<file path="src/hdl/jsu_pkg.sv">
// ----------------------------------------------------------------------------
// jsu_pkg
// Shared types and character constants for the JSON string unescaper.
// ----------------------------------------------------------------------------
`default_nettype none

package jsu_pkg;

   // Characters the decoder looks for or produces.
   localparam logic [7:0] CHAR_BACKSLASH = 8'h5C;
   localparam logic [7:0] CHAR_U         = 8'h75;
   localparam logic [7:0] CHAR_N         = 8'h6E;
   localparam logic [7:0] CHAR_T         = 8'h74;
   localparam logic [7:0] CHAR_R         = 8'h72;
   localparam logic [7:0] CHAR_LF        = 8'h0A;
   localparam logic [7:0] CHAR_TAB       = 8'h09;
   localparam logic [7:0] CHAR_CR        = 8'h0D;
   localparam logic [7:0] CHAR_QMARK     = 8'h3F;
   localparam logic [15:0] ASCII_LIMIT   = 16'h0080;

   // Most decoded bytes one raw byte can release.
   localparam int BURST_DEPTH = 4;

   // Decoder mode; the fourth code is unused and acts as normal text.
   typedef enum logic [1:0] {
      MODE_TEXT = 2'd0,
      MODE_ESC  = 2'd1,
      MODE_HEX  = 2'd2
   } mode_type;

   // Decoded bytes released by one raw byte.
   typedef struct packed {
      logic [BURST_DEPTH-1:0][7:0] bytes;
      logic [2:0]                  count;
      logic                        last;
   } burst_type;

endpackage

`default_nettype wire

</file>
<file path="src/hdl/jsu_req_if.sv">
// ----------------------------------------------------------------------------
// jsu_req_if
// Raw byte channel into the unescaper: valid/ready with one raw byte a word.
// ----------------------------------------------------------------------------
`default_nettype none

interface jsu_req_if;
   logic       valid;
   logic       ready;
   logic [7:0] in_byte;
   logic       in_last;

   modport source (output valid, output in_byte, output in_last, input ready);
   modport sink   (input valid, input in_byte, input in_last, output ready);
endinterface

`default_nettype wire

</file>
<file path="src/hdl/jsu_rsp_if.sv">
// ----------------------------------------------------------------------------
// jsu_rsp_if
// Decoded byte channel out of the unescaper: valid/ready, one byte a word.
// ----------------------------------------------------------------------------
`default_nettype none

interface jsu_rsp_if;
   logic       valid;
   logic       ready;
   logic [7:0] out_byte;
   logic       out_last;

   modport source (output valid, output out_byte, output out_last, input ready);
   modport sink   (input valid, input out_byte, input out_last, output ready);
endinterface

`default_nettype wire

</file>
<file path="src/hdl/jsu_decoder.sv">
// ----------------------------------------------------------------------------
// jsu_decoder
// Escape decoding state machine. Turns one accepted raw byte into a burst of
// zero to four decoded bytes and advances the escape state.
// ----------------------------------------------------------------------------
`default_nettype none

module jsu_decoder
   import jsu_pkg::*;
(
   input  wire logic       clock,
   input  wire logic       reset,
   input  wire logic       accept,
   input  wire logic [7:0] in_byte,
   input  wire logic       in_last,
   output burst_type       burst
);

   mode_type    mode_ff, mode_in;
   logic [2:0]  digits_ff, digits_in;
   logic [15:0] acc_ff, acc_in;
   logic [7:0]  held_ff [3];
   logic [7:0]  held_in [3];

   logic [15:0] acc_next;
   logic [2:0]  cnt;
   logic [7:0]  r0, r1, r2;
   logic [1:0]  tail_len;

   function automatic logic [7:0] escape_map(input logic [7:0] c);
      logic [7:0] m;
      m = c;
      if (c == CHAR_N) m = CHAR_LF;
      else if (c == CHAR_T) m = CHAR_TAB;
      else if (c == CHAR_R) m = CHAR_CR;
      return m;
   endfunction

   function automatic logic [3:0] hex_value(input logic [7:0] c);
      logic [3:0] v;
      v = 4'd0;
      if (c >= 8'h30 && c <= 8'h39) v = 4'(c - 8'h30);
      else if (c >= 8'h61 && c <= 8'h66) v = 4'(c - 8'h57);
      else if (c >= 8'h41 && c <= 8'h46) v = 4'(c - 8'h37);
      return v;
   endfunction

   // State registers; the held digit bytes need no reset.
   always_ff @(posedge clock) begin
      if (reset) begin
         mode_ff   <= MODE_TEXT;
         digits_ff <= 3'd0;
         acc_ff    <= 16'd0;
      end else if (accept) begin
         mode_ff   <= mode_in;
         digits_ff <= digits_in;
         acc_ff    <= acc_in;
      end
   end

   always_ff @(posedge clock) begin
      if (accept) begin
         held_ff <= held_in;
      end
   end

   // Next state and the burst released by the current raw byte.
   always_comb begin
      mode_in     = mode_ff;
      digits_in   = digits_ff;
      acc_in      = acc_ff;
      held_in     = held_ff;
      burst.bytes = '0;
      burst.last  = in_last;
      cnt         = 3'd0;
      acc_next    = {acc_ff[11:0], hex_value(in_byte)};

      // The short tail rescanned when the string ends inside a hex escape.
      r0       = (digits_ff == 3'd0) ? in_byte : held_ff[0];
      r1       = (digits_ff == 3'd1) ? in_byte : held_ff[1];
      r2       = in_byte;
      tail_len = 2'(digits_ff + 3'd1);

      unique case (mode_ff)
         MODE_ESC: begin
            if (in_byte == CHAR_U && !in_last) begin
               mode_in   = MODE_HEX;
               digits_in = 3'd0;
               acc_in    = 16'd0;
            end else begin
               burst.bytes[cnt[1:0]] = escape_map(in_byte);
               cnt = cnt + 3'd1;
               mode_in = MODE_TEXT;
            end
         end
         MODE_HEX: begin
            acc_in = acc_next;
            if (digits_ff >= 3'd3) begin
               burst.bytes[cnt[1:0]] = (acc_next < ASCII_LIMIT) ? acc_next[7:0] : CHAR_QMARK;
               cnt = cnt + 3'd1;
               mode_in   = MODE_TEXT;
               digits_in = 3'd0;
               acc_in    = 16'd0;
            end else if (in_last) begin
               // Give up on the escape: emit 'u', then decode the tail as text.
               burst.bytes[cnt[1:0]] = CHAR_U;
               cnt = cnt + 3'd1;
               if (r0 == CHAR_BACKSLASH && tail_len > 2'd1) begin
                  burst.bytes[cnt[1:0]] = escape_map(r1);
                  cnt = cnt + 3'd1;
                  if (tail_len == 2'd3) begin
                     burst.bytes[cnt[1:0]] = r2;
                     cnt = cnt + 3'd1;
                  end
               end else begin
                  burst.bytes[cnt[1:0]] = r0;
                  cnt = cnt + 3'd1;
                  if (tail_len >= 2'd2) begin
                     if (r1 == CHAR_BACKSLASH && tail_len == 2'd3) begin
                        burst.bytes[cnt[1:0]] = escape_map(r2);
                        cnt = cnt + 3'd1;
                     end else begin
                        burst.bytes[cnt[1:0]] = r1;
                        cnt = cnt + 3'd1;
                        if (tail_len == 2'd3) begin
                           burst.bytes[cnt[1:0]] = r2;
                           cnt = cnt + 3'd1;
                        end
                     end
                  end
               end
            end else begin
               held_in[digits_ff[1:0]] = in_byte;
               digits_in = digits_ff + 3'd1;
            end
         end
         default: begin
            if (in_byte == CHAR_BACKSLASH && !in_last) begin
               mode_in = MODE_ESC;
            end else begin
               burst.bytes[cnt[1:0]] = in_byte;
               cnt = cnt + 3'd1;
               mode_in = MODE_TEXT;
            end
         end
      endcase

      // The end of a string returns the decoder to normal text.
      if (in_last) begin
         mode_in   = MODE_TEXT;
         digits_in = 3'd0;
         acc_in    = 16'd0;
      end

      burst.count = cnt;
   end

endmodule

`default_nettype wire

</file>
<file path="src/hdl/jsu_burst_out.sv">
// ----------------------------------------------------------------------------
// jsu_burst_out
// Result register. Holds one burst of decoded bytes and hands them out one
// word a cycle while rsp_chan is ready, taking the next burst as the last byte leaves.
// ----------------------------------------------------------------------------
`default_nettype none

module jsu_burst_out
   import jsu_pkg::*;
(
   input  wire logic      clock,
   input  wire logic      reset,
   input  wire logic      load,
   input  wire burst_type burst,
   output logic           can_load,
   jsu_rsp_if.source      rsp_chan
);

   logic [BURST_DEPTH-1:0][7:0] bytes_ff, bytes_in;
   logic [2:0]                  count_ff, count_in;
   logic                        last_ff, last_in;
   logic                        pop;

   assign pop      = (count_ff != 3'd0) && rsp_chan.ready;
   assign can_load = (count_ff == 3'd0) || ((count_ff == 3'd1) && rsp_chan.ready);

   // A new burst replaces the drained one; otherwise shift on each word.
   always_comb begin
      bytes_in = bytes_ff;
      count_in = count_ff;
      last_in  = last_ff;
      if (load) begin
         bytes_in = burst.bytes;
         count_in = burst.count;
         last_in  = burst.last;
      end else if (pop) begin
         bytes_in = {8'h00, bytes_ff[BURST_DEPTH-1:1]};
         count_in = count_ff - 3'd1;
      end
   end

   always_ff @(posedge clock) begin
      if (reset) begin
         count_ff <= 3'd0;
      end else begin
         count_ff <= count_in;
      end
   end

   always_ff @(posedge clock) begin
      bytes_ff <= bytes_in;
      last_ff  <= last_in;
   end

   // The end mark goes on the final byte of a burst that closed a string.
   assign rsp_chan.valid    = (count_ff != 3'd0);
   assign rsp_chan.out_byte = bytes_ff[0];
   assign rsp_chan.out_last = last_ff && (count_ff == 3'd1);

endmodule

`default_nettype wire

</file>
<file path="src/hdl/json_string_unescaper.sv">
// ----------------------------------------------------------------------------
// json_string_unescaper
// Streaming decoder for the body of a JSON string: resolves backslash and
// backslash-u escapes and marks the last decoded byte of each string.
// ----------------------------------------------------------------------------
//
//   Channel    Direction  Word               Handshake
//   req_chan   in         in_byte, in_last   valid/ready
//   rsp_chan   out        out_byte, out_last valid/ready
//
// A raw byte is decoded in the cycle it is accepted and its decoded bytes
// land in the result register at that edge. Plain text streams at one byte
// a cycle while rsp_chan is ready. A string that ends inside a backslash-u
// releases up to four bytes, which the result register hands out one a
// cycle while rsp_chan is ready; input waits until the last of them leaves.
// Reset is synchronous and returns the decoder to normal text. A stall on
// rsp_chan holds the current byte and drops req_chan.ready.
// ----------------------------------------------------------------------------
`default_nettype none

module json_string_unescaper
   import jsu_pkg::*;
(
   input  wire logic clock,
   input  wire logic reset,
   jsu_req_if.sink   req_chan,
   jsu_rsp_if.source rsp_chan
);

   burst_type burst;
   logic      can_load;
   logic      accept;

   assign req_chan.ready = can_load;
   assign accept         = req_chan.valid && can_load;

   // Escape decoding.
   jsu_decoder u_decoder (
      .clock   (clock),
      .reset   (reset),
      .accept  (accept),
      .in_byte (req_chan.in_byte),
      .in_last (req_chan.in_last),
      .burst   (burst)
   );

   // Result register and byte serializer.
   jsu_burst_out u_burst_out (
      .clock    (clock),
      .reset    (reset),
      .load     (accept),
      .burst    (burst),
      .can_load (can_load),
      .rsp_chan (rsp_chan)
   );

endmodule

`default_nettype wire
</file>
<file path="src/flat_wrapper.sv">
// flat-port wrapper written by rule: the top's interface ports become plain ports
module json_string_unescaper_flat import jsu_pkg::*;
  (clock, reset, req_chan_valid, req_chan_in_byte, req_chan_in_last, req_chan_ready, rsp_chan_valid, rsp_chan_out_byte, rsp_chan_out_last, rsp_chan_ready);
  jsu_req_if req_chan_i ();
  jsu_rsp_if rsp_chan_i ();
  input  wire logic clock;
  input  wire logic reset;
  input wire logic [$bits(req_chan_i.valid)-1:0] req_chan_valid;
  input wire logic [$bits(req_chan_i.in_byte)-1:0] req_chan_in_byte;
  input wire logic [$bits(req_chan_i.in_last)-1:0] req_chan_in_last;
  output wire logic [$bits(req_chan_i.ready)-1:0] req_chan_ready;
  output wire logic [$bits(rsp_chan_i.valid)-1:0] rsp_chan_valid;
  output wire logic [$bits(rsp_chan_i.out_byte)-1:0] rsp_chan_out_byte;
  output wire logic [$bits(rsp_chan_i.out_last)-1:0] rsp_chan_out_last;
  input wire logic [$bits(rsp_chan_i.ready)-1:0] rsp_chan_ready;
  assign req_chan_i.valid = req_chan_valid;
  assign req_chan_i.in_byte = req_chan_in_byte;
  assign req_chan_i.in_last = req_chan_in_last;
  assign req_chan_ready = req_chan_i.ready;
  assign rsp_chan_valid = rsp_chan_i.valid;
  assign rsp_chan_out_byte = rsp_chan_i.out_byte;
  assign rsp_chan_out_last = rsp_chan_i.out_last;
  assign rsp_chan_i.ready = rsp_chan_ready;
  json_string_unescaper u_core (.clock(clock), .reset(reset), .req_chan(req_chan_i), .rsp_chan(rsp_chan_i));
endmodule
</file>
<file path="config.mk">
export PLATFORM = sky130hd
export DESIGN_NAME = json_string_unescaper_flat
export DESIGN_NICKNAME = d
export VERILOG_FILES = /design/src/hdl/jsu_pkg.sv /design/src/hdl/jsu_req_if.sv /design/src/hdl/jsu_rsp_if.sv /design/src/hdl/jsu_decoder.sv /design/src/hdl/jsu_burst_out.sv /design/src/hdl/json_string_unescaper.sv /design/src/flat_wrapper.sv
export SDC_FILE = /design/constraint.sdc
export NUM_CORES = 1
export LEC_CHECK = 0
export BUFFER_PORTS_ARGS = -buffer_cell sky130_fd_sc_hd__buf_2
export CAP_MARGIN = 10
export CORE_AREA = 2 2 155 119
export CTS_CLUSTER_SIZE = 12
export DETAILED_ROUTE_END_ITERATION = 16
export DIE_AREA = 0 0 157 121
export REMOVE_ABC_BUFFERS = 1
export SETUP_SLACK_MARGIN = 0.5
export SLEW_MARGIN = 10
export SYNTH_ARGS = -nofsm -noshare
export SYNTH_HDL_FRONTEND = slang
export SYNTH_SLANG_ARGS = --single-unit
</file>
<file path="constraint.sdc">
create_clock -name clock -period 2.9 [get_ports clock]
set_input_delay 0.435 -clock clock [delete_from_list [all_inputs] [get_ports clock]]
set_output_delay 0.435 -clock clock [all_outputs]
set_load 0.01 [all_outputs]
</file>
==> metrics.yaml, run 1 <==
status: "finished clean"
critPathRequiredTime_ns: 2.99
wl_per_cell_um: 19.4
drt-total-wl_mm: 14.2
worstSetupEndpointType: "flop"
period_share_pct: 80.3
worstPathArrival_ns: 2.42
slew_headroom_pct: 57.4
core_um2: 17400
ant_nets: 0
synthDistinctLibCells: 72
setup_viol: 0
ys_warn_count: 0
cp_max_fo: 7
netlist_instances: 450
area_growth_pct: 21.5
dr.first_iter.drc_count: 567
final_layout_size_suffix_gt1_share_pct: 22.4
synth_top_area_share_pct: 34.0
p_total_mw: 3.66
num_antenna_cells: 0
critPathLaunchType: "flop"
synthesis.area_um2: 4330
rsz0062_at_grt: "true"
die_h_um: 121
max_freq_mhz: 429
place_area_um2: 4770
start_util_pct: 24.9
rows: 42
ys_top_cells_by_count: "edfxtp_1 (49), nor2_1 (44), nand2_1 (30), inv_1 (24)"
clock_path_buffers: 2
finalClockSkew_ns: 0.00759
syn_avg_cell_area_um2: 9.61
hold_ws_ns: 0.394
cts.sinks: 69
min_path_cells: 1
htreeDepth: 3
grt_max_degree: 29
cts_tree: "built"
rr_worst_depth: 7
gp_congestion: 0.928
vias_per_cell: 5.35
yosysTopAreaCell: "edfxtp_1"
grt_pass1_wl_mm: 22.5
die_area_um2: 19000
vdd_drop_max_mv: 0.268
first_pass_iters: 5
vias: 3920
first_global_vias: 3844
nNetsFinal: 513
track_usage_pct: 15.8
power_density_nw_per_um2: 697
drc: 0
synth-edff-count: 49
finalInstanceArea_um2: 5260
cts_hold_buffers: 0
ios: 24
ys_seq_elements: 69
leakage_nw: 1.93
seq_area_frac_synth_pct: 43.3
setup_tns_ns: 0
dp_hpwl_mm: 10.4
clkLatencyLatePin_ns: 0.34
drv_slew: 0
numCtsBuffers: 9
root_buffer: "clkbuf_16"
worst_slew_pin_slew_ns: 0.639
ys_top_cells_by_area: "edfxtp_1 (34%), dfxtp_1 (9.3%), ha_1 (4.0%), nor2_1 (3.8%), mux2i_1 (3.7%)"
async_flop_share_pct: 0
overflow: 0
rrSetupSlack_ns: 0.57
synthMostInstantiatedCell: "edfxtp_1"
clk_pin_slew_worst_paths_ns: 0.06
hold_class: "input port to flop"
synth_ff_type: "edfxtp_1"
final.fill_count: 1804
hold_violations: 0
crit_type: "flop to flop"
port_buffers: 23
drv_cap: 0
fin_crit_ns: 2.33
chipWidth_um: 157
antenna_found_initial: 0
cells by family (layout without fill, tap and decap cells):
family | count (synthesis) | count (layout) | share of synthesized area (%)
AND/OR/NAND/NOR | 167 | 168 | 22.1
AO/OA/AOI/OAI | 121 | 121 | 19.4
flip-flops | 69 | 69 | 43.3
buffers and inverters | 57 | 97 | 5.84
multiplexers | 22 | 22 | 5.35
adder cells (fa/ha/maj) | 14 | 14 | 4.05
final timing paths:
check / end / startpoint
worst max-delay path: u_core.u_burst_out.bytes_ff[18] / u_core.u_decoder.digits_ff[0]
worst min register to register: u_core.u_decoder.mode_ff[0] / u_core.u_decoder.mode_ff[0]
worst max register to register: u_core.u_burst_out.bytes_ff[18] / u_core.u_decoder.digits_ff[0]
worst min-delay path: u_core.u_decoder.held_ff[19] / req_chan_in_byte[3]
where the power goes:
part	leakage [nW]	total [mW]	internal [mW]	switching (mW)
sequential	0.641	1.48	1.38	0.104
clock	0.166	1.30	0.862	0.437
combinational	1.13	0.884	0.308	0.576
routing by layer:
| metal | vias to the layer above | global-route usage (%) | share of wire, % |
|---|---|---|---|
| li1 | 1785 | - | - |
| met1 | 1905 | 23.3 | 47 |
| met2 | 202 | 22.2 | 41 |
| met3 | 28 | 4.43 | 9.9 |
| met4 | 0 | 4.36 | 2.2 |
| met5 | - | 0 | 0 |
placed cells by master, fill, tap and decap left out, types with 9 or more instances in the layout:
cell type | netlist | layout
inv_1 | 24 | 24
a22oi_1 | 18 | 18
nand2_1 | 30 | 30
nand3_1 | 14 | 14
a21oi_1 | 15 | 15
ha_1 | 14 | 11
dfxtp_1 | 20 | 17
clkbuf_16 | 0 | 9
nor2_1 | 44 | 44
o21ai_0 | 20 | 20
buf_2 | 7 | 23
mux2i_1 | 16 | 16
edfxtp_1 | 49 | 49
nor3_1 | 10 | 9
buf_4 | 8 | 34
layout make-up:
class / count / area (µm²) / share of cell area, %
Clock inverter: 6 / 110 / 2.09
Multi-Input combinational cell: 325 / 2270 / 43.1
Inverter: 24 / 90.1 / 1.71
Sequential cell: 69 / 1880 / 35.7
Timing Repair Buffer: 57 / 370 / 7.04
Tap cell: 242 / 303 / 5.76
Clock buffer: 10 / 239 / 4.54
per-stage QoR:
stage	setup slack (ns)	utilization, %	std cells
after CTS	0.488	29.6	726
after detailed placement	0.258	27.4	707
final	0.571	30.2	733
after floorplan	0.375	-	417
after global placement	0.207	27.4	707
after global routing	0.477	30.2	733
registers in the layout, summed over array words and instances, names as in the netlist:
name / count
u_core.u_decoder.held_ff: 16
u_core.u_decoder.acc_ff: 12
u_core.u_burst_out.last_ff: 1
u_core.u_burst_out.rsp_chan.out_byte: 8
u_core.u_decoder.mode_ff: 2
u_core.u_decoder.digits_ff: 3
u_core.u_burst_out.count_ff: 3
u_core.u_burst_out.bytes_ff: 24
worst max-delay path, cell delays in order, from the launching register on:
cell and delay [ns]:
dfxtp_4 0.36, inv_1 0.11, ha_2 0.18, nand2b_1 0.17
or4_4 0.62, nand3_1 0.26, a211oi_1 0.08, a211o_1 0.29
what timing repair did:
| action | in CTS | in global routing |
|---|---|---|
| gates cloned | 0 | 1 |
| pin swaps | 1 | 5 |
| buffers inserted | 3 | 6 |
| setup endpoints to repair | 39 | 61 |
| gates resized for setup | 4 | 14 |
No activity file was read; power rests on OpenSTA's default activity.
==> inputs of run 2 (changes only) <==
--- a/config.mk
+++ b/config.mk
@@ -5,12 +5,13 @@
 export SDC_FILE = /design/constraint.sdc
 export NUM_CORES = 1
 export LEC_CHECK = 0
+export ABC_AREA = 1
 export BUFFER_PORTS_ARGS = -buffer_cell sky130_fd_sc_hd__buf_2
 export CAP_MARGIN = 10
-export CORE_AREA = 2 2 155 119
+export CORE_AREA = 2 2 156 120
 export CTS_CLUSTER_SIZE = 12
 export DETAILED_ROUTE_END_ITERATION = 16
-export DIE_AREA = 0 0 157 121
+export DIE_AREA = 0 0 158 122
 export REMOVE_ABC_BUFFERS = 1
 export SETUP_SLACK_MARGIN = 0.5
 export SLEW_MARGIN = 10
==> constraint.sdc (replaced) <==
create_clock -name clock -period 2.4 [get_ports clock]
set_input_delay 0.36 -clock clock [delete_from_list [all_inputs] [get_ports clock]]
set_output_delay 0.36 -clock clock [all_outputs]
set_load 0.01 [all_outputs]
==> run 2 against run 1 <==
  * Flip-flop and latch count unchanged
  * Clock skew decreased by 0.0038 ns
  * Count of clock-buffer cells in the layout unchanged
  * Highest routed layer unchanged
  * Sequential power increased by 27%
  * Largest power group is now combinational cells
  * Critical path type unchanged
  * Final area increased by 10%
==> metrics.yaml, run 2 <==
status: "finished clean"
root_buffer: "clkbuf_16"
synth_top_area_share_pct: 33.7
finalClockSkew_ns: 0.00376
final_layout_size_suffix_gt1_share_pct: 38.3
period_share_pct: 83.2
synthDistinctLibCells: 45
ys_seq_elements: 69
async_flop_share_pct: 0
ys_top_cells_by_area: "edfxtp_1 (34%), nand2_1 (13%), dfxtp_1 (9.2%), nor2_1 (5.2%), ha_1 (4.0%)"
crit_type: "flop to flop"
seq_area_frac_synth_pct: 42.9
critPathSlowestCell: "dfxtp_2"
worstSetupEndpointType: "flop"
cts_tree: "built"
clk_pin_slew_worst_paths_ns: 0.06
hold_class: "input port to flop"
crit_chain: "buf_4 -> ha_2 -> ha_2 -> inv_2 -> nand3_4 -> nor2_2 -> inv_1 -> nand2_2 -> buf_6 -> o22ai_1 -> a21oi_1 -> nor2_1"
core_um2: 18000
slew_headroom_pct: 71.1
cpPeakStageDelay_ns: 0.33
final_core_util_pct: 32.3
first_pass_iters: 5
first_global_vias: 3685
worst_slew_pin_slew_ns: 0.432
globalRouteMet1Util_pct: 21.0
setup_viol: 0
critPathRequiredTime_ns: 2.49
fin_crit_ns: 2.00
nNetsFinal: 641
worstPathArrival_ns: 2.09
start_util_pct: 24.3
synth-edff-count: 49
overflow: 0
stdcell_count: 866
num_antenna_cells: 0
path_buf_inv: 4
critPathLaunchType: "flop"
synth_ff_type: "edfxtp_1"
drv_cap: 0
die_area_um2: 19300
clock_path_buffers: 2
top_regs: "u_core.u_burst_out.bytes_ff x24, u_core.u_decoder.held_ff x16, u_core.u_decoder.acc_ff x12"
dr.first_iter.drc_count: 465
vias_per_cell: 4.65
netlist_instances: 555
rsz0062_at_grt: "true"
port_buffers: 23
antenna_found_initial: 0
yosysTopAreaCell: "edfxtp_1"
wl_per_cell_um: 14.7
vdd_drop_max_mv: 0.421
cpMostUsedCell: "ha_2"
top_register: "u_core.u_burst_out.bytes_ff"
cp_max_fo: 4
max_freq_mhz: 501
ys_top_cells_by_count: "nand2_1 (150), nor2_1 (60), edfxtp_1 (49), inv_1 (45), nand3_1 (33)"
final.fill_count: 1912
power_density_nw_per_um2: 948
leakage_nw: 2.32
largest_reg_flops: 24
p_total_mw: 5.51
dp_hpwl_mm: 9.03
hold_violations: 0
hold_ws_ns: 0.319
drt-total-wl_mm: 12.7
seq_area_um2: 1880
gp_congestion: 0.959
chipWidth_um: 158
met3_usage_pct: 3.42
critPathTopFamily: "simple AND/OR/NAND/NOR gates"
die_h_um: 122
cts.sinks: 69
synthesis.area_um2: 4360
synthMostInstantiatedCell: "nand2_1"
grt_max_degree: 26
vias: 4023
multi_input_area_um2: 2530
ant_nets: 0
ios: 24
met2_usage_pct: 18.1
grt_busiest_layer: "met1"
numCtsBuffers: 9
syn_avg_cell_area_um2: 7.86
drv_slew: 0
clkLatencyLatePin_ns: 0.34
final_cell_mix: "nand2_1 (128), edfxtp_1 (49), nor2_1 (44)"
grt_pass1_wl_mm: 19.8
track_usage_pct: 13.3
drc: 0
final_common_cell: "nand2_1"
rows: 43
area_growth_pct: 33.1
dp_cells: 826
htreeDepth: 3
ys_warn_count: 0
==> run 2: cell count changes after synthesis, moves of 12 or more <==
cell      previous run  this run
mux2i_1             16         0
o21ai_1              7        20
a21oi_1             15        30
nand3_1             14        33
nor2_1              44        60
inv_1               24        45
nand2_2              1        20
nand2_1             30       150
inv_2                0        13
clkbuf_1            16         4
a22oi_1             18         0
==> run 2: cells by family after synthesis <==
group | Yosys count | share of synthesized area, %
simple gates | 302 | 32.8
flops | 69 | 42.9
xor+xnor | 1 | 0.201
buf+inv | 84 | 9.12
compound gates | 85 | 11.0
fa+ha+maj | 14 | 4.01
==> run 2: worst paths after layout <==
kind / from / depth (start not counted) / end / slack, ns
worst max-delay path: u_core.u_decoder.digits_ff[1] / 12 / u_core.u_burst_out.rsp_chan.out_byte[4] / 0.40
worst min-delay path: req_chan_in_byte[0] / 1 / u_core.u_decoder.held_ff[8] / 0.32
worst max register to register: u_core.u_decoder.digits_ff[1] / 12 / u_core.u_burst_out.rsp_chan.out_byte[4] / 0.40
worst min register to register: u_core.u_decoder.acc_ff[10] / 2 / u_core.u_decoder.acc_ff[10] / 0.47
==> run 2: where the power goes <==
| part | internal [mW] | switching (mW) |
|---|---|---|
| clock network | 0.842 | 0.560 |
| logic | 0.776 | 1.44 |
| registers | 1.77 | 0.115 |
==> run 2: repair_timing <==
| item | in CTS | in global routing |
|---|---|---|
| hold buffers | 0 | 0 |
| cloned | 1 | 0 |
| gates resized for setup | 45 | 90 |
| buffers inserted | 13 | 10 |
| pin swaps | 19 | 37 |
| endpoints found under the setup margin | 60 | 90 |
==> run 2: final cells by class <==
cell class / instances / share of cell area [%]
inverters: 61 / 4.37
clock buffers: 10 / 4.12
multi-input cells: 403 / 43.6
flip-flops and latches: 69 / 32.3
repair buffers: 70 / 9.11
clock inverters: 6 / 1.19
well taps: 247 / 5.32
==> run 2: per-stage QoR <==
step / instance area, µm² / setup slack (ns) / TNS, ns
after global routing: 5810 / 0.291 / 0
after floorplan: 4200 / -1.46 / -42.63
final: 5810 / 0.402 / 0
after detailed placement: 4810 / 0.156 / 0
after global placement: 4810 / 0.186 / 0
after CTS: 5390 / 0.466 / 0
==> run 2: per-layer routing <==
metal  vias up  wire, µm
li1       1939         -
met1      1922      6190
met2       149      5290
met3        13      1130
met4         0       126
met5         -         0
